File: config.mk
export PLATFORM = sky130hd
export DESIGN_NAME = op_tokenizer_with_repeat_count
export DESIGN_NICKNAME = d
export VERILOG_FILES = /design/src/sv/optok_pkg.sv /design/src/sv/optok_front.sv /design/src/sv/optok_queue.sv /design/src/sv/optok_back.sv /design/src/sv/op_tokenizer_with_repeat_count.sv
export SDC_FILE = /design/constraint.sdc
export NUM_CORES = 1
export LEC_CHECK = 0
export ABC_AREA = 1
export BUFFER_PORTS_ARGS = -buffer_cell sky130_fd_sc_hd__buf_2
export CORE_MARGIN = 4
export CORE_UTILIZATION = 25
export CTS_CLUSTER_DIAMETER = 200
export CTS_CLUSTER_SIZE = 16
export DETAILED_ROUTE_END_ITERATION = 10
export GPL_TIMING_DRIVEN = 0
export RECOVER_POWER = 50
export SETUP_SLACK_MARGIN = 0.15
export SLEW_MARGIN = 20
export SYNTH_ARGS = -nofsm -noshare
export SYNTH_HDL_FRONTEND = slang
export SYNTH_SLANG_ARGS = --single-unit
File: constraint.sdc
create_clock -name clk -period 8.2 [get_ports clk]
set_input_delay 0.41 -clock clk [delete_from_list [all_inputs] [get_ports clk]]
set_output_delay 0.41 -clock clk [all_outputs]
set_load 0.01 [all_outputs]
File: src/sv/optok_pkg.sv
`timescale 1ns / 1ps
`default_nettype none
package optok_pkg;

	localparam int unsigned CHAR_W  = 8;
	localparam int unsigned COUNT_W = 20;
	localparam int unsigned PROD_W  = 24;

	localparam logic [COUNT_W-1:0] MAX_REPEAT_RESET = 20'd100000;

	localparam logic [CHAR_W-1:0] CH_PLUS   = 8'h2b;
	localparam logic [CHAR_W-1:0] CH_MINUS  = 8'h2d;
	localparam logic [CHAR_W-1:0] CH_LT     = 8'h3c;
	localparam logic [CHAR_W-1:0] CH_GT     = 8'h3e;
	localparam logic [CHAR_W-1:0] CH_DOT    = 8'h2e;
	localparam logic [CHAR_W-1:0] CH_COMMA  = 8'h2c;
	localparam logic [CHAR_W-1:0] CH_LBRACK = 8'h5b;
	localparam logic [CHAR_W-1:0] CH_RBRACK = 8'h5d;
	localparam logic [CHAR_W-1:0] CH_LPAREN = 8'h28;
	localparam logic [CHAR_W-1:0] CH_RPAREN = 8'h29;
	localparam logic [CHAR_W-1:0] CH_LBRACE = 8'h7b;
	localparam logic [CHAR_W-1:0] CH_RBRACE = 8'h7d;
	localparam logic [CHAR_W-1:0] CH_STAR   = 8'h2a;
	localparam logic [CHAR_W-1:0] CH_PCT    = 8'h25;
	localparam logic [CHAR_W-1:0] CH_ZERO   = 8'h30;
	localparam logic [CHAR_W-1:0] CH_NINE   = 8'h39;

	typedef enum logic [3:0] {
		OP_INC         = 4'd0,
		OP_DEC         = 4'd1,
		OP_LEFT        = 4'd2,
		OP_MOVE_RIGHT  = 4'd3,
		OP_WAIT        = 4'd4,
		OP_LOOP_OPEN   = 4'd5,
		OP_LOOP_CLOSE  = 4'd6,
		OP_REP_OPEN    = 4'd7,
		OP_REP_CLOSE   = 4'd8,
		OP_INNER_OPEN  = 4'd9,
		OP_INNER_CLOSE = 4'd10,
		OP_DONE        = 4'd11
	} op_t;

	typedef enum logic [2:0] {
		MODE_NORMAL      = 3'd0,
		MODE_AFTER_CLOSE = 3'd1,
		MODE_SIGN        = 3'd2,
		MODE_DIGITS      = 3'd3
	} mode_t;

	// one accepted byte worth of results: op0 always, op1 when pair is set
	typedef struct packed {
		logic               pair;
		op_t                op0;
		logic [COUNT_W-1:0] cnt0;
		op_t                op1;
	} entry_t;

	typedef struct packed {
		logic vld;
		op_t  op;
	} norm_t;

	function automatic logic is_digit(input logic [CHAR_W-1:0] b);
		return (b >= CH_ZERO) && (b <= CH_NINE);
	endfunction

	function automatic logic is_cmd(input logic [CHAR_W-1:0] b);
		logic r;
		case (b) inside
			CH_PLUS, CH_MINUS, CH_LT, CH_GT, CH_DOT, CH_COMMA,
			CH_LBRACK, CH_RBRACK, CH_LPAREN, CH_RPAREN,
			CH_LBRACE, CH_RBRACE, CH_STAR, CH_PCT: r = 1'b1;
			default: r = is_digit(b);
		endcase
		return r;
	endfunction

	// op for a byte in normal scanning; ')' is handled by the caller
	function automatic norm_t normal_op(input logic [CHAR_W-1:0] b);
		norm_t r;
		r.vld = 1'b1;
		r.op  = OP_INC;
		case (b)
			CH_PLUS:   r.op = OP_INC;
			CH_MINUS:  r.op = OP_DEC;
			CH_LT:     r.op = OP_LEFT;
			CH_GT:     r.op = OP_MOVE_RIGHT;
			CH_DOT:    r.op = OP_WAIT;
			CH_LBRACK: r.op = OP_LOOP_OPEN;
			CH_RBRACK: r.op = OP_LOOP_CLOSE;
			CH_LPAREN: r.op = OP_REP_OPEN;
			CH_LBRACE: r.op = OP_INNER_OPEN;
			CH_RBRACE: r.op = OP_INNER_CLOSE;
			default:   r.vld = 1'b0;
		endcase
		return r;
	endfunction

endpackage
`default_nettype wire

File: src/sv/optok_front.sv
`timescale 1ns / 1ps
`default_nettype none
module optok_front (
	input  wire logic                        clk,
	input  wire logic                        arst_n,
	input  wire logic                        cfg_we,
	input  wire logic [19:0]                 cfg_wdata,
	input  wire logic                        accept,
	input  wire logic [7:0]                  char_byte,
	input  wire logic                        end_of_input,
	output logic                             ent_push,
	output optok_pkg::entry_t                ent
);
	import optok_pkg::*;

	logic [COUNT_W-1:0] max_repeat_q;
	mode_t              mode_q, mode_d;
	logic [COUNT_W-1:0] count_q, count_d;
	logic               neg_q, neg_d;

	logic [PROD_W-1:0]  prod;
	logic [COUNT_W-1:0] settled;
	logic               emit;
	logic               do_close;
	logic [COUNT_W-1:0] close_cnt;
	norm_t              nr;

	always_ff @(posedge clk or negedge arst_n) begin
		if (!arst_n) begin
			max_repeat_q <= MAX_REPEAT_RESET;
		end else if (cfg_we) begin
			max_repeat_q <= cfg_wdata;
		end
	end

	always_ff @(posedge clk or negedge arst_n) begin
		if (!arst_n) begin
			mode_q  <= MODE_NORMAL;
			count_q <= '0;
			neg_q   <= 1'b0;
		end else if (accept) begin
			mode_q  <= mode_d;
			count_q <= count_d;
			neg_q   <= neg_d;
		end
	end

	always_comb begin
		prod = PROD_W'({count_q, 3'b000}) + PROD_W'({count_q, 1'b0})
			+ PROD_W'(char_byte[3:0]);
		settled = (neg_q && (count_q != '0)) ? max_repeat_q : count_q;
		nr = normal_op(char_byte);

		mode_d    = mode_q;
		count_d   = count_q;
		neg_d     = neg_q;
		emit      = 1'b0;
		do_close  = 1'b0;
		close_cnt = '0;
		ent.pair  = 1'b0;
		ent.op0   = OP_DONE;
		ent.cnt0  = '0;
		ent.op1   = OP_DONE;

		if (end_of_input) begin
			emit    = 1'b1;
			mode_d  = MODE_NORMAL;
			count_d = '0;
			neg_d   = 1'b0;
			if (mode_q inside {MODE_AFTER_CLOSE, MODE_SIGN, MODE_DIGITS}) begin
				ent.pair = 1'b1;
				ent.op0  = OP_REP_CLOSE;
				ent.cnt0 = settled;
			end
		end else begin
			case (mode_q)
				MODE_AFTER_CLOSE: begin
					if (is_cmd(char_byte)) begin
						if (char_byte == CH_STAR || char_byte == CH_PCT) begin
							mode_d = MODE_SIGN;
						end else begin
							do_close = 1'b1;
						end
					end
				end
				MODE_SIGN: begin
					if (is_cmd(char_byte)) begin
						if (char_byte == CH_MINUS) begin
							neg_d  = 1'b1;
							mode_d = MODE_DIGITS;
						end else if (is_digit(char_byte)) begin
							mode_d = MODE_DIGITS;
							if (prod > PROD_W'(max_repeat_q)) begin
								emit     = 1'b1;
								ent.op0  = OP_REP_CLOSE;
								ent.cnt0 = max_repeat_q;
								mode_d   = MODE_NORMAL;
								count_d  = '0;
								neg_d    = 1'b0;
							end else begin
								count_d = prod[COUNT_W-1:0];
							end
						end else begin
							do_close = 1'b1;
						end
					end
				end
				MODE_DIGITS: begin
					if (is_digit(char_byte)) begin
						if (prod > PROD_W'(max_repeat_q)) begin
							emit     = 1'b1;
							ent.op0  = OP_REP_CLOSE;
							ent.cnt0 = max_repeat_q;
							mode_d   = MODE_NORMAL;
							count_d  = '0;
							neg_d    = 1'b0;
						end else begin
							count_d = prod[COUNT_W-1:0];
						end
					end else begin
						do_close  = 1'b1;
						close_cnt = settled;
					end
				end
				default: begin
					mode_d = MODE_NORMAL;
					if (char_byte == CH_RPAREN) begin
						mode_d  = MODE_AFTER_CLOSE;
						count_d = '0;
						neg_d   = 1'b0;
					end else if (nr.vld) begin
						emit    = 1'b1;
						ent.op0 = nr.op;
					end
				end
			endcase

			// pending close, then the same byte again as a command
			if (do_close) begin
				emit     = 1'b1;
				ent.op0  = OP_REP_CLOSE;
				ent.cnt0 = close_cnt;
				mode_d   = MODE_NORMAL;
				count_d  = '0;
				neg_d    = 1'b0;
				if (char_byte == CH_RPAREN) begin
					mode_d = MODE_AFTER_CLOSE;
				end else if (nr.vld) begin
					ent.pair = 1'b1;
					ent.op1  = nr.op;
				end
			end
		end

		ent_push = accept && emit;
	end

endmodule
`default_nettype wire

File: src/sv/optok_queue.sv
`timescale 1ns / 1ps
`default_nettype none
module optok_queue #(
	parameter int unsigned DEPTH = 4
) (
	input  wire logic              clk,
	input  wire logic              arst_n,
	input  wire logic              wr_en,
	input  wire optok_pkg::entry_t wr_ent,
	output logic                   q_full,
	output logic                   q_empty,
	input  wire logic              rd_en,
	output optok_pkg::entry_t      rd_ent
);
	import optok_pkg::*;

	localparam int unsigned PTR_W = (DEPTH > 1) ? $clog2(DEPTH) : 1;
	localparam int unsigned CNT_W = $clog2(DEPTH + 1);
	localparam logic [PTR_W-1:0] LAST_PTR = PTR_W'(DEPTH - 1);
	localparam logic [CNT_W-1:0] FULL_CNT = CNT_W'(DEPTH);

	entry_t             mem_q [DEPTH];
	logic [PTR_W-1:0]   wr_ptr_q, rd_ptr_q;
	logic [CNT_W-1:0]   cnt_q;
	logic               do_wr, do_rd;

	assign q_full  = (cnt_q == FULL_CNT);
	assign q_empty = (cnt_q == '0);
	assign do_wr   = wr_en && !q_full;
	assign do_rd   = rd_en && !q_empty;
	assign rd_ent  = mem_q[rd_ptr_q];

	always_ff @(posedge clk) begin
		if (do_wr) begin
			mem_q[wr_ptr_q] <= wr_ent;
		end
	end

	always_ff @(posedge clk or negedge arst_n) begin
		if (!arst_n) begin
			wr_ptr_q <= '0;
			rd_ptr_q <= '0;
			cnt_q    <= '0;
		end else begin
			if (do_wr) begin
				wr_ptr_q <= (wr_ptr_q == LAST_PTR) ? '0 : wr_ptr_q + 1'b1;
			end
			if (do_rd) begin
				rd_ptr_q <= (rd_ptr_q == LAST_PTR) ? '0 : rd_ptr_q + 1'b1;
			end
			if (do_wr && !do_rd) begin
				cnt_q <= cnt_q + 1'b1;
			end else if (do_rd && !do_wr) begin
				cnt_q <= cnt_q - 1'b1;
			end
		end
	end

endmodule
`default_nettype wire

File: src/sv/optok_back.sv
`timescale 1ns / 1ps
`default_nettype none
module optok_back (
	input  wire logic              clk,
	input  wire logic              arst_n,
	input  wire optok_pkg::entry_t head,
	input  wire logic              head_empty,
	output logic                   head_pop,
	input  wire logic              pop,
	output logic [3:0]             op_code,
	output logic [19:0]            repeat_count,
	output logic                   last_result
);
	import optok_pkg::*;

	logic sub_q;
	logic take;

	assign take         = pop && !head_empty;
	assign op_code      = sub_q ? 4'(head.op1) : 4'(head.op0);
	assign repeat_count = sub_q ? '0 : head.cnt0;
	assign last_result  = sub_q || !head.pair;
	assign head_pop     = take && (sub_q || !head.pair);

	// second result of a pair
	always_ff @(posedge clk or negedge arst_n) begin
		if (!arst_n) begin
			sub_q <= 1'b0;
		end else if (take) begin
			sub_q <= head.pair && !sub_q;
		end
	end

endmodule
`default_nettype wire

File: src/sv/op_tokenizer_with_repeat_count.sv
`timescale 1ns / 1ps
`default_nettype none
// a result is registered in the queue, and the result ports show the queue head
// throughput: one byte per cycle while the queue is not full; a byte that yields two
// results holds the QUEUE_DEPTH-entry queue head for two pops (one result port)
// reset: arst_n clears scan state and the queue at once, max_repeat returns to 100000
module op_tokenizer_with_repeat_count #(
	parameter int unsigned QUEUE_DEPTH = 4
) (
	input  wire logic        clk,
	input  wire logic        arst_n,
	input  wire logic        cfg_we,
	input  wire logic [19:0] cfg_wdata,
	input  wire logic        push,
	output logic             full,
	input  wire logic [7:0]  char_byte,
	input  wire logic        end_of_input,
	output logic             empty,
	input  wire logic        pop,
	output logic [3:0]       op_code,
	output logic [19:0]      repeat_count,
	output logic             last_result
);
	import optok_pkg::*;

	logic   accept;
	logic   ent_push;
	entry_t ent;
	entry_t head;
	logic   head_pop;

	assign accept = push && !full;

	optok_front u_front (
		.clk          (clk),
		.arst_n       (arst_n),
		.cfg_we       (cfg_we),
		.cfg_wdata    (cfg_wdata),
		.accept       (accept),
		.char_byte    (char_byte),
		.end_of_input (end_of_input),
		.ent_push     (ent_push),
		.ent          (ent)
	);

	optok_queue #(
		.DEPTH (QUEUE_DEPTH)
	) u_queue (
		.clk     (clk),
		.arst_n  (arst_n),
		.wr_en   (ent_push),
		.wr_ent  (ent),
		.q_full  (full),
		.q_empty (empty),
		.rd_en   (head_pop),
		.rd_ent  (head)
	);

	optok_back u_back (
		.clk          (clk),
		.arst_n       (arst_n),
		.head         (head),
		.head_empty   (empty),
		.head_pop     (head_pop),
		.pop          (pop),
		.op_code      (op_code),
		.repeat_count (repeat_count),
		.last_result  (last_result)
	);

`ifndef ASSERT_OFF
	a_count_only_on_close: assert property (@(posedge clk) disable iff (!arst_n)
		!empty && op_code != OP_REP_CLOSE |-> repeat_count == '0)
		else $error("nonzero count on an op other than rep close");

	a_done_is_last: assert property (@(posedge clk) disable iff (!arst_n)
		!empty && op_code == OP_DONE |-> last_result)
		else $error("done is not the last result of its transaction");

	a_first_of_pair_is_close: assert property (@(posedge clk) disable iff (!arst_n)
		!empty && !last_result |-> op_code == OP_REP_CLOSE)
		else $error("first of two results is not rep close");

	a_end_gives_result: assert property (@(posedge clk) disable iff (!arst_n)
		push && !full && end_of_input |=> !empty)
		else $error("end of input left no result waiting");
`endif

endmodule
`default_nettype wire
# After elaboration in Yosys (flattened, before gate mapping)
# Memory sizes are Yosys's and may differ from the RTL's.
# Cells that the tools add are included.
# op_classes
n_reduce_logical	29
div	0
n_lt_le_gt_ge	3
addsub	6
n_shift	0
n_eq_ne	28
multipliers	0
bitwise	0
muxes	74
# op_table
cell	count
$mux W20	11
$eq A8 B6 Y1 const B	10
$mux W24	3
$pmux W20 S3	1
$mux W25	2
$pmux W20 S2	1
$pmux W4 S9	1
$mux W3	11
$eq A8 B7 Y1 const B	4
$mux W1	30
$mux W29	1
$add A23 B21 Y24	1
$add A24 B4 Y24	1
$gt A24 B20 Y1	1
$ne A4 B4 Y1 const B	6
$mux W22	1
$reduce_bool A20 Y1	1
$mux W4	4
$reduce_or A14 Y1	1
$pmux W4 S3	1
$logic_and A1 B1 Y1	11
$reduce_or A10 Y1	1
$pmux W1 S3	3
$pmux W3 S3	1
21 further kinds	32
# totals
elab_cells	149
n_memories	1
ram_bits	116
in_bits	34
output_inout_bits	27
romBits	0
register_bits	52
latch_bits	0
# memory_table
name	words	width	rd	rd_clocked_by_memory_dff	write_ports	line	source
u_queue.mem_q	4	29	1	0	1	optok_queue.sv:22	entry_t mem_q [DEPTH];

# Depth between registers and ports, before layout
# Gate-level depths: netlist (run 1).
# depth
ltp_word	16
mapped_depth	29
depth_no_buf	29

# By module
# From an unflattened synthesis (run 1), not the netlist that was laid out.
# unflattened
hier_cells	1215
area_unflattened_um2	10398.7
# modules_own_cells
module	seq_area_each_um2	n_inst	area_each_um2	cells_each
optok_queue	3658.5	1	5144.9	399
optok_front	1083.5	1	4934.7	746
optok_back	25.0	1	309.0	68
op_tokenizer_with_repeat_count	0.0	1	10.0	2

# Worst setup path after synthesis (run 1)
# Ideal clock, no wire load.
# synth_timing
kind	input port to flip-flop
start	input char_byte[3]
end	memory u_queue.mem_q[0][0] in the netlist's numbering (enable)
path_slack_ps	3017
t_arrival_ps	4768
path_stages	22
n_path_buf	0
setup_time_ps	415
required_ps	7785
path_cell_list	inv_2 -> fa_1 -> inv_1 -> fa_1 -> nand3_1 -> nand3_1 -> a21oi_1 -> o21ai_0 -> xor2_1 -> ha_1 -> nand4_1 -> nor2_1 -> nand2_1 -> nand2_1 -> nand2_1 -> nand2_1 -> a21oi_1 -> nand2_1 -> nand2_1 -> o21ai_1 -> nand2_1 -> nor2_1
# synth_between
elab_chain_len	14
elab_cells_between_ends	48
cone_classes	1 x add/sub; 3 x order compare; 14 x eq/ne; 24 x mux; 6 x reduce/logical
# synth_rtl
item	line	source
start, declared	op_tokenizer_with_repeat_count.sv:16	input wire logic [7:0] char_byte,
branches (longest 8 deep; another with $add A24 B4 Y24)	--	
$mux W1 (*)	optok_front.sv:139	if (do_close) begin
$mux W1 (*)	optok_front.sv:65	if (end_of_input) begin
$logic_and A1 B1 Y1 (*)	optok_front.sv:155	ent_push = accept && emit;
$logic_and A1 B1 Y1 (*)	optok_queue.sv:29	assign do_wr = wr_en && !q_full;
$mux W1 (*)	optok_queue.sv:34	if (do_wr) begin
$mux W1 (not written as such) (*)	optok_queue.sv:35	mem_q[wr_ptr_q] <= wr_ent;
end, declared	optok_queue.sv:22	
# Every way passes the cells marked *. The select of a mux whose other input is x is not followed.

# Final worst setup path (run 1)
# layout_timing
start	register u_front.count_q[0]
end	register u_queue.cnt_q[1]
# layout_between
elab_chain_len	15
elab_cells_between_ends	17
cone_classes	2 x add/sub; 1 x order compare; 8 x mux; 6 x reduce/logical
# layout_rtl
item	line	source
start, declared	optok_front.sv:18	logic [COUNT_W-1:0] count_q, count_d;
start signal, assigned	optok_front.sv:43	count_q <= count_d;
$add A23 B21 Y24 (*)	optok_front.sv:49	prod = PROD_W'({count_q, 3'b000}) + PROD_W'({count_q, 1'b0})
$add A24 B4 Y24 (*)	optok_front.sv:50	+ PROD_W'(char_byte[3:0]);
$gt A24 B20 Y1 (*)	optok_front.sv:93, optok_front.sv:110	
$mux W1 (*)	optok_front.sv:93, optok_front.sv:110	
$mux W1 (*)	optok_front.sv:91	end else if (is_digit(char_byte)) begin
$mux W1	optok_front.sv:88	if (char_byte == CH_MINUS) begin
$mux W1	optok_front.sv:87	if (is_cmd(char_byte)) begin
$pmux W1 S3 (*)	optok_front.sv:76	case (mode_q)
$mux W1 (*)	optok_front.sv:139	
$mux W1 (*)	optok_front.sv:65	
$logic_and A1 B1 Y1 (*)	optok_front.sv:155	
$logic_and A1 B1 Y1 (*)	optok_queue.sv:29	
net u_queue.do_wr	optok_queue.sv:25	logic do_wr, do_rd;
$logic_not A1 Y1	optok_queue.sv:53	end else if (do_rd && !do_wr) begin
$logic_and A1 B1 Y1	optok_queue.sv:53	
$reduce_bool A2 Y1 (no source line)	--	
end signal, assigned	optok_queue.sv:52	cnt_q <= cnt_q + 1'b1;
end signal, assigned	optok_queue.sv:54	cnt_q <= cnt_q - 1'b1;
end, declared	optok_queue.sv:24	logic [CNT_W-1:0] cnt_q;
# The timed path passes the listed nets; every way through them passes the cells marked *.
# A chain may end at the register's enable or synchronous reset.

==> flow_metrics.py, run 1 <==
metrics = {
    "drt": {
        "first_pass_iters": 8,
        "drt-total-wl_mm": 26.7,
        "vias": 8038,
        "first_iter_violations": 563,
        "vias_per_cell": 4.49,
        "wl_per_cell_um": 14.9,
        "antenna_left": 0,
        "drc_errors": 0,
    },
    "clock_tree": {
        "cts.sinks": 167,
        "cts_max_level": 4,
        "clk_pin_slew_worst_paths_ns": 0.07,
        "clock_path_buffers": 2,
        "clock_latency_ns": 0.44,
        "post_cts_buffers": 0,
        "root_buffer": "clkbuf_16",
        "cts_resized": 0,
        "postCtsHoldBufs": 0,
        "cts_buffers": 17,
        "cts_tree": "built",
    },
    "power_and_ir_drop": {
        "pwr-share-seq_pct": 28.7,
        "p_leak_nw": 4.86,
        "netSwitchingFraction_pct": 45.6,
        "power.net_switching_w": 0.00182,
        "combPwrFrac_pct": 52.4,
        "pwr_density_cell_nw_per_um2": 349,
        "p_int_w": 0.00218,
        "max-vdd-ir-drop_mv": 0.156,
        "clock_power_share_pct": 18.9,
    },
    "floorplanning": {
        "die_area_um2": 42800,
        "core_area_um2": 38900,
        "ios": 61,
        "start_util_pct": 25.4,
        "fp.dieW_um": 207,
        "die-height_um": 207,
        "rows": 72,
    },
    "setup_path": {
        "reg2reg_depth": 27,
        "arrival_ns": 6.24,
        "worst-setup-path-type": "flip-flop to flip-flop",
        "critPathLaunchType": "flip-flop",
        "critPathRequiredTime_ns": 8.52,
        "cp-end-kind": "flip-flop",
        "crit_fanout": 7,
    },
    "logic_synthesis": {
        "ys_async_sr_fraction_pct": 30.5,
        "ys.flop_type": "edfxtp_1",
        "synth-warning-count": 0,
        "postSynthAreaPerCell_um2": 8.42,
        "synth_seq_area_share_pct": 48.2,
        "synthCells": 1175,
        "ys_types": 52,
        "syn-cell-area_um2": 9900,
        "synth-edff-count": 116,
        "synthesis.nets": 1281,
        "ys_seq_elements": 167,
    },
    "sta": {
        "drv_slew": 52,
        "fin_skew_ns": 0.0154,
        "worst_pin_slew_ns": 2.89,
        "setup_tns_ns": 0,
        "fin_ws_ns": 2.27,
        "slew_headroom_pct": -92.9,
        "finalCriticalPeriod_ns": 5.93,
        "hold_viol": 0,
        "fin_crit_sh_pct": 72.3,
        "rsz0062_at_grt": "false",
        "setup_viol": 0,
        "fmax_mhz": 169,
    },
    "global_routing": {
        "grt_pass1_wl_mm": 41.8,
        "first_global_vias": 7946,
        "gr-total-overflow": 0,
        "grt_max_degree": 52,
        "antenna_found_initial": 5,
        "grt_usage_pct": 12.5,
    },
    "cells_and_area": {
        "fillers": 4114,
        "syn_to_final_growth_pct": 15.7,
        "nets": 1363,
        "final_util_pct": 29.4,
        "mostFrequentLayoutCells": "nand2_1, nor2_1, inv_1",
        "layout-drive-gt1-share_pct": 8.35,
        "final_common_cell": "nand2_1",
    },
    "placement": {
        "gp_congestion": 0.900,
        "port-buffer-count": 59,
        "hpwl_mm": 20.8,
        "pre_cts_slack_ns": 2.27,
    },
    "flow_run": {
        "cap_violations": 1,
    },
    "min_path": {
        "hold-path-cell-count": 3,
        "min_path_type": "primary input to flip-flop",
    },
    "run_status": {
        "status": "finished, violations left",
        "violations": "capacitance limit, slew limit",
    },
}
power by group through the flow:
| stage | clock [W] | combinational, W | sequential (W) |
|---|---|---|---|
| finish | 0.000756 | 0.00210 | 0.00115 |
| global placement | 0 | 0.00204 | 0.00116 |
| CTS | 0.000767 | 0.00212 | 0.00115 |
| floorplan | 0 | 0.00150 | 0.00112 |
| global route | 0.000802 | 0.00238 | 0.00116 |
| detailed placement | 0 | 0.00212 | 0.00116 |
cell usage after synthesis, drive strengths merged, types with 8 or more instances:
cell type,n,area (um2)
a21oi,55,279
a31oi,8,50.1
buf,9,71.3
clkbuf,32,120
dfrtp,45,1130
edfxtp,116,3480
ha,69,863
inv,134,505
nand2,275,1070
nand3,37,195
nand4,10,62.6
nor2,186,708
o21ai,119,611
o22ai,23,144
xnor2,12,105
flip-flops by register name (all words and copies together) (netlist names):
register	flops
u_front.mode_q	2
u_front.count_q	20
u_queue.rd_ptr_q	2
u_queue.cnt_q	3
u_back.sub_q	1
u_queue.mem_q	116
u_front.max_repeat_q	20
u_queue.wr_ptr_q	2
u_front.neg_q	1
layout make-up:
cell class | count | area [um2] | share of cell area, %
diodes | 3 | 7.51 | 0.0656
plain buffers | 41 | 183 | 1.60
clock buffers | 18 | 429 | 3.75
clock inverters | 14 | 121 | 1.06
inverters | 136 | 513 | 4.48
multi-input cells | 831 | 4420 | 38.6
flip-flops and latches | 167 | 4770 | 41.6
well taps | 518 | 648 | 5.66
repair buffers | 63 | 362 | 3.16
per-layer routing:
layer | part of all wire, % | GRT usage, %
met5 | 0.079 | 0
met4 | 2.9 | 4.51
met3 | 4.8 | 2.05
met2 | 48 | 21.6
met1 | 44 | 15.8
metrics by stage:
step	hold WS, ns	area (um2)	cells	total power [W]
finish	0.190	11500	1791	0.00400
global route	0.195	11400	1789	0.00434
CTS	0.0211	11500	1788	0.00404
detailed placement	0.490	11000	1756	0.00328
global placement	0.511	10800	1752	0.00320
floorplan	0.114	9900	1175	0.00262
final timing paths:
kind | from | end | slack, ns
max in group asynchronous | arst_n | u_front.count_q[6] | 5.63
min in group asynchronous | arst_n | u_queue.cnt_q[2] | 0.90
worst max register to register | u_front.count_q[0] | u_queue.cnt_q[1] | 2.27
worst min register to register | u_front.max_repeat_q[15] | u_front.max_repeat_q[15] | 0.53
worst min-delay path | cfg_wdata[19] | u_front.max_repeat_q[19] | 0.19
worst max-delay path | u_front.count_q[0] | u_queue.cnt_q[1] | 2.27
kinds of logic after synthesis:
| logic type | Yosys count | share of synthesized area (%) |
|---|---|---|
| buffers and inverters | 177 | 7.12 |
| flip-flops | 167 | 48.2 |
| adder cells (fa/ha/maj) | 72 | 9.33 |
| multiplexers | 2 | 0.228 |
| AO/OA/AOI/OAI | 218 | 12.0 |
| AND/OR/NAND/NOR | 521 | 21.6 |
| XOR/XNOR | 18 | 1.59 |
critical path, cell delays in order, from the launching register on:
cell and delay [ns]:
dfrtp_1 0.50, inv_1 0.11, fa_1 0.51, inv_1 0.07, ha_1 0.29, nand3_1 0.08, nand2_1 0.20, a21oi_1 0.36
inv_1 0.10, a21oi_1 0.30, nor3_1 0.08, nor2_1 0.12, xnor2_1 0.20, ha_1 0.30, nand2_1 0.09, nor2_1 0.06
a211oi_1 0.18, nand2_1 0.08, a21oi_1 0.30, nand2_1 0.15, nand2_1 0.14, o21ai_1 0.12, nand2_1 0.38, inv_1 0.09
ha_1 0.19, inv_1 0.10, fa_1 0.42, mux2_2 0.27
Note: power is estimated with default switching activity, not from simulation.
==> run 2: changes to the inputs <==
==> constraint.sdc (replaced) <==
create_clock -name clk -period 6.1 [get_ports clk]
set_input_delay 0.305 -clock clk [delete_from_list [all_inputs] [get_ports clk]]
set_output_delay 0.305 -clock clk [all_outputs]
set_load 0.01 [all_outputs]
==> run 2 against run 1 <==
  * The flow still finishes with violations (capacitance limit, slew limit)
  * Worst setup slack got worse by 1.7 ns
  * Sequential power increased by 34%
  * Utilization increased by 0.10 points
  * Register-to-register slack got worse by 1.7 ns
  * Non-clock buffer count increased by 1
  * Critical endpoint unchanged
  * Largest cell class unchanged
  * Highest routed layer unchanged
==> flow_metrics.py, run 2 (synthesis results as in run 1) <==
metrics = {
    "clock_tree": {
        "cts_buffers": 17,
        "clock_path_buffers": 2,
        "cts_tree": "built",
        "root_buffer": "clkbuf_16",
        "post_cts_buffers": 0,
        "cts_max_level": 4,
        "clk_pin_slew_worst_paths_ns": 0.07,
        "cts.sinks": 167,
        "clock_latency_ns": 0.44,
    },
    "global_routing": {
        "antenna_found_initial": 5,
        "first_global_vias": 7956,
        "grt_pass1_wl_mm": 41.8,
        "grt_usage_pct": 12.5,
        "grt_max_degree": 52,
        "gr-total-overflow": 0,
    },
    "floorplanning": {
        "die_area_um2": 42800,
        "fp.dieW_um": 207,
        "ios": 61,
        "core_area_um2": 38900,
        "rows": 72,
        "die-height_um": 207,
        "start_util_pct": 25.4,
    },
    "power_and_ir_drop": {
        "p_int_w": 0.00293,
        "clock_power_share_pct": 18.9,
        "p_leak_nw": 4.88,
        "pwr_density_cell_nw_per_um2": 469,
        "combPwrFrac_pct": 52.4,
        "power.net_switching_w": 0.00246,
        "pwr-share-seq_pct": 28.7,
        "max-vdd-ir-drop_mv": 0.210,
        "netSwitchingFraction_pct": 45.6,
    },
    "cells_and_area": {
        "syn_to_final_growth_pct": 16.1,
        "largest-register": "u_queue.mem_q",
        "largest_register_ffs": 116,
        "mostFrequentLayoutCells": "nand2_1, nor2_1, inv_1",
        "layout-drive-gt1-share_pct": 8.73,
        "final_common_cell": "nand2_1",
        "largestRegisters": "u_queue.mem_q (116), u_front.count_q (20), u_front.max_repeat_q (20)",
        "final_util_pct": 29.5,
        "nets": 1364,
    },
    "sta": {
        "fin_ws_ns": 0.526,
        "setup_tns_ns": 0,
        "drv_slew": 52,
        "setup_viol": 0,
        "rsz0062_at_grt": "false",
        "fmax_mhz": 179,
        "fin_skew_ns": 0.0159,
        "fin_crit_sh_pct": 91.4,
        "finalCriticalPeriod_ns": 5.57,
        "worst_pin_slew_ns": 2.91,
        "slew_headroom_pct": -93.7,
        "hold_viol": 0,
    },
    "setup_path": {
        "crit_fanout": 7,
        "critPathRequiredTime_ns": 6.41,
        "worst-setup-path-type": "flip-flop to flip-flop",
        "arrival_ns": 5.89,
        "critPathLaunchType": "flip-flop",
        "cp-end-kind": "flip-flop",
        "reg2reg_depth": 27,
    },
    "run_status": {
        "violations": "capacitance limit, slew limit",
        "status": "finished, violations left",
    },
    "drt": {
        "first_pass_iters": 5,
        "vias": 8037,
        "first_iter_violations": 553,
        "antenna_left": 0,
        "drt-total-wl_mm": 26.8,
        "wl_per_cell_um": 14.9,
        "vias_per_cell": 4.48,
        "drc_errors": 0,
    },
    "placement": {
        "pre_cts_slack_ns": 0.188,
        "hpwl_mm": 20.8,
        "gp_congestion": 0.900,
        "port-buffer-count": 59,
    },
    "flow_run": {
        "cap_violations": 1,
    },
    "min_path": {
        "min_path_type": "primary input to flip-flop",
        "hold-path-cell-count": 3,
    },
}
==> run 2: final timing paths <==
kind	start	to	slack [ns]
min in group asynchronous	arst_n	u_queue.cnt_q[2]	1.35
hold reg to reg	u_front.max_repeat_q[15]	u_front.max_repeat_q[15]	0.53
hold / removal	cfg_wdata[19]	u_front.max_repeat_q[19]	0.08
max in group asynchronous	arst_n	u_front.count_q[6]	3.08
setup reg to reg	u_front.count_q[0]	u_queue.cnt_q[1]	0.53
setup / recovery	u_front.count_q[0]	u_queue.cnt_q[1]	0.53
==> run 2: cell type report <==
| cell class | instances | area (um2) |
|---|---|---|
| well taps | 518 | 648 |
| repair buffers | 64 | 373 |
| clock buffers | 18 | 429 |
| diodes | 3 | 7.51 |
| multi-input cells | 831 | 4450 |
| plain buffers | 41 | 181 |
| clock inverters | 14 | 121 |
| fillers | 4113 | 27400 |
| inverters | 136 | 513 |
| flip-flops and latches | 167 | 4770 |
==> run 2: metal layers <==
layer / vias to the layer above / routed length [um] / global-route usage (%)
met4: 4 / 775 / 4.51
li1: 4067 / - / -
met1: 3719 / 12000 / 15.8
met3: 41 / 1220 / 2.05
met5: - / 21 / 0
met2: 206 / 12800 / 21.6
==> run 2: critical path, cell delays in order (launching register included) <==
cell	delay, ns
dfrtp_1	0.50
inv_1	0.11
fa_1	0.51
inv_1	0.07
ha_1	0.29
nand3_1	0.08
nand2_1	0.21
a21oi_2	0.29
inv_1	0.08
a21oi_1	0.30
nor3_1	0.08
nor2_1	0.12
xnor2_1	0.20
ha_1	0.30
nand2_1	0.09
nor2_1	0.06
a211oi_1	0.18
nand2_1	0.08
a21oi_1	0.29
nand2_1	0.15
nand2_1	0.15
o21ai_2	0.11
nand2_4	0.16
inv_1	0.06
ha_1	0.17
inv_1	0.10
fa_1	0.42
mux2_2	0.27
==> run 2: timing repair <==
action,CTS,global route
hold buffers,1,0
endpoints found under the setup margin,0,46
hold endpoints to repair,45,0
resized for setup,0,4
==> run 2: power by group through the flow <==
stage / Combinational [W] / Sequential, W / Clock (W)
6_report: 0.00282 / 0.00154 / 0.00102
4_1_cts: 0.00285 / 0.00154 / 0.00103
5_1_grt: 0.00320 / 0.00156 / 0.00108
3_5_place_dp: 0.00285 / 0.00156 / 0
3_3_place_gp: 0.00274 / 0.00156 / 0
2_1_floorplan: 0.00202 / 0.00150 / 0
==> run 2: per-stage QoR <==
stage / total power (W) / hold slack (ns) / cells / cell area (um2)
after floorplan: 0.00352 / 0.00941 / 1175 / 9900
after global placement: 0.00431 / 0.511 / 1752 / 10800
after detailed placement: 0.00441 / 0.385 / 1756 / 11000
after CTS: 0.00543 / 0.0629 / 1789 / 11500
after global routing: 0.00584 / 0.0902 / 1790 / 11500
final: 0.00538 / 0.0837 / 1792 / 11500
==> run 3: changes to the inputs <==
--- a/config.mk
+++ b/config.mk
@@ -8,7 +8,7 @@
 export ABC_AREA = 1
 export BUFFER_PORTS_ARGS = -buffer_cell sky130_fd_sc_hd__buf_2
 export CORE_MARGIN = 4
-export CORE_UTILIZATION = 25
+export CORE_UTILIZATION = 40
 export CTS_CLUSTER_DIAMETER = 200
 export CTS_CLUSTER_SIZE = 16
 export DETAILED_ROUTE_END_ITERATION = 10
==> run 3 against run 2 <==
  * The flow still finishes with violations (capacitance limit, slew limit)
  * Clock skew decreased by 0.0046 ns
  * Combinational power about the same
  * Count of clock-buffer cells in the layout decreased by 1
  * Critical path depth unchanged
  * Cell area decreased by 1.6%
  * Utilization increased by 17 points
  * Critical path type unchanged
  * Largest cell class unchanged
  * Largest power group unchanged
==> flow_metrics.py, run 3 (synthesis results as in run 1) <==
metrics = {
    "run_status": {
        "status": "finished, violations left",
        "violations": "capacitance limit, slew limit",
    },
    "floorplanning": {
        "start_util_pct": 40.7,
        "core_area_um2": 24300,
        "ios": 61,
        "die_area_um2": 27300,
        "fp.dieW_um": 165,
        "rows": 57,
        "die-height_um": 165,
    },
    "clock_tree": {
        "cts_buffers": 17,
        "clock_path_buffers": 2,
        "cts_max_level": 4,
        "clk_pin_slew_worst_paths_ns": 0.07,
        "cts_tree": "built",
        "clock_latency_ns": 0.43,
        "root_buffer": "clkbuf_16",
        "cts.sinks": 167,
    },
    "setup_path": {
        "startpoint": "u_front.count_q[0]",
        "r2r-start": "u_front.count_q[0]",
        "arrival_ns": 5.94,
        "crit_fanout": 7,
        "critPathLaunchType": "flip-flop",
        "critPathRequiredTime_ns": 6.41,
        "reg2reg_depth": 27,
        "rrSetupSlack_ns": 0.47,
        "cp-end-kind": "flip-flop",
        "worst-setup-path-type": "flip-flop to flip-flop",
        "crit_path_end": "u_queue.cnt_q[1]",
        "reg2reg_to": "u_queue.cnt_q[1]",
    },
    "sta": {
        "rsz0062_at_grt": "false",
        "slew_headroom_pct": -96.6,
        "whs_ns": 0.0895,
        "fmax_mhz": 178,
        "setup_viol": 0,
        "setup_tns_ns": 0,
        "drv_slew": 52,
        "fin_skew_ns": 0.0113,
        "finalCriticalPeriod_ns": 5.63,
        "worst_pin_slew_ns": 2.95,
        "fin_crit_sh_pct": 92.2,
        "hold_viol": 0,
    },
    "flow_run": {
        "cap_violations": 1,
    },
    "cells_and_area": {
        "largestRegisters": "u_queue.mem_q (116), u_front.count_q (20), u_front.max_repeat_q (20)",
        "final_util_pct": 46.5,
        "layout-drive-gt1-share_pct": 9.81,
        "nets": 1367,
        "fin_area_um2": 11300,
        "largest-register": "u_queue.mem_q",
        "syn_to_final_growth_pct": 14.2,
        "final_common_cell": "nand2_1",
        "mostFrequentLayoutCells": "nand2_1, nor2_1, inv_1",
        "largest_register_ffs": 116,
        "diodes": 0,
    },
    "power_and_ir_drop": {
        "clock_power_share_pct": 19.1,
        "p_leak_nw": 4.90,
        "power.net_switching_w": 0.00245,
        "pwr_density_cell_nw_per_um2": 476,
        "max-vdd-ir-drop_mv": 0.207,
        "p_int_w": 0.00294,
        "netSwitchingFraction_pct": 45.5,
        "combPwrFrac_pct": 52.4,
        "pwr-share-seq_pct": 28.6,
    },
    "drt": {
        "antenna_left": 0,
        "first_pass_iters": 5,
        "drc_errors": 0,
        "wl_per_cell_um": 15.7,
        "first_iter_violations": 503,
        "drt-total-wl_mm": 25.1,
        "vias": 7922,
        "vias_per_cell": 4.96,
    },
    "global_routing": {
        "grt_pass1_wl_mm": 39.4,
        "grt_max_degree": 52,
        "antenna_found_initial": 0,
        "gr-total-overflow": 0,
        "grt_usage_pct": 18.8,
        "first_global_vias": 7563,
    },
    "placement": {
        "hpwl_mm": 19.5,
        "port-buffer-count": 59,
        "dpl_cell_area_um2": 10700,
        "gp_congestion": 0.891,
    },
    "min_path": {
        "min_path_type": "primary input to flip-flop",
    },
}
## run 3: what timing repair did
action                                  CTS  global route
hold buffers                              1             0
gates resized for setup                   0             4
endpoints found under the setup margin    0             2
setup buffers                             0             3
endpoints found under the hold margin    45             0
## run 3: routing by layer
metal | wire (um) | track usage [%]
met1 | 11600 | 24.5
met2 | 12200 | 32.2
met3 | 905 | 3.03
met4 | 531 | 5.92
met5 | 0 | 0
## run 3: worst min-delay path by stage
stage / from / endpoint / slack (ns) / cells after the start
global route: cfg_wdata[8] / u_front.max_repeat_q[8] / 0.08 / 3
detailed placement: arst_n / u_queue.cnt_q[0] / 0.38 / 1
finish: cfg_wdata[6] / u_front.max_repeat_q[6] / 0.09 / 3
CTS: cfg_wdata[6] / u_front.max_repeat_q[6] / 0.07 / 3
floorplan: arst_n / u_back.sub_q / 0.009 / 0
global placement: u_front.max_repeat_q[7] / u_front.max_repeat_q[7] / 0.51 / 2
## run 3: area by class of cell
class	instances	area (um2)
Fill cell	2371	13000
Sequential cell	167	4770
Multi-Input combinational cell	831	4460
Inverter	136	513
Clock buffer	17	425
Tap cell	324	405
Timing Repair Buffer	67	395
Buffer	41	191
Clock inverter	15	143
## run 3: critical path, stage by stage, from the launching register on
cell and delay (ns):
dfrtp_1 0.52, inv_1 0.11, fa_1 0.51, inv_1 0.07
ha_1 0.29, nand3_1 0.08, nand2_1 0.19, a21oi_2 0.28
inv_1 0.10, a21oi_1 0.27, nor3_1 0.09, nor2_1 0.13
xnor2_1 0.22, ha_1 0.31, nand2_1 0.09, nor2_1 0.05
a211oi_1 0.24, nand2_1 0.09, a21oi_1 0.24, nand2_1 0.15
nand2_1 0.14, o21ai_1 0.13, nand2_2 0.21, inv_1 0.07
ha_1 0.18, inv_1 0.10, fa_1 0.41, mux2_2 0.27
## run 3: through the flow
stage	setup slack, ns	power (W)	cells
3_3_place_gp	-0.864	0.00432	1558
4_1_cts	0.163	0.00544	1595
5_1_grt	0.0584	0.00588	1598
2_1_floorplan	0.954	0.00352	1175
3_5_place_dp	0.195	0.00441	1562
6_report	0.475	0.00538	1598
## run 3: power by group through the flow
stage,sequential [W],combinational (W),clock [W]
final,0.00154,0.00282,0.00103
after global routing,0.00156,0.00323,0.00110
after floorplan,0.00150,0.00202,0
after CTS,0.00154,0.00286,0.00104
after detailed placement,0.00156,0.00285,0
after global placement,0.00156,0.00276,0
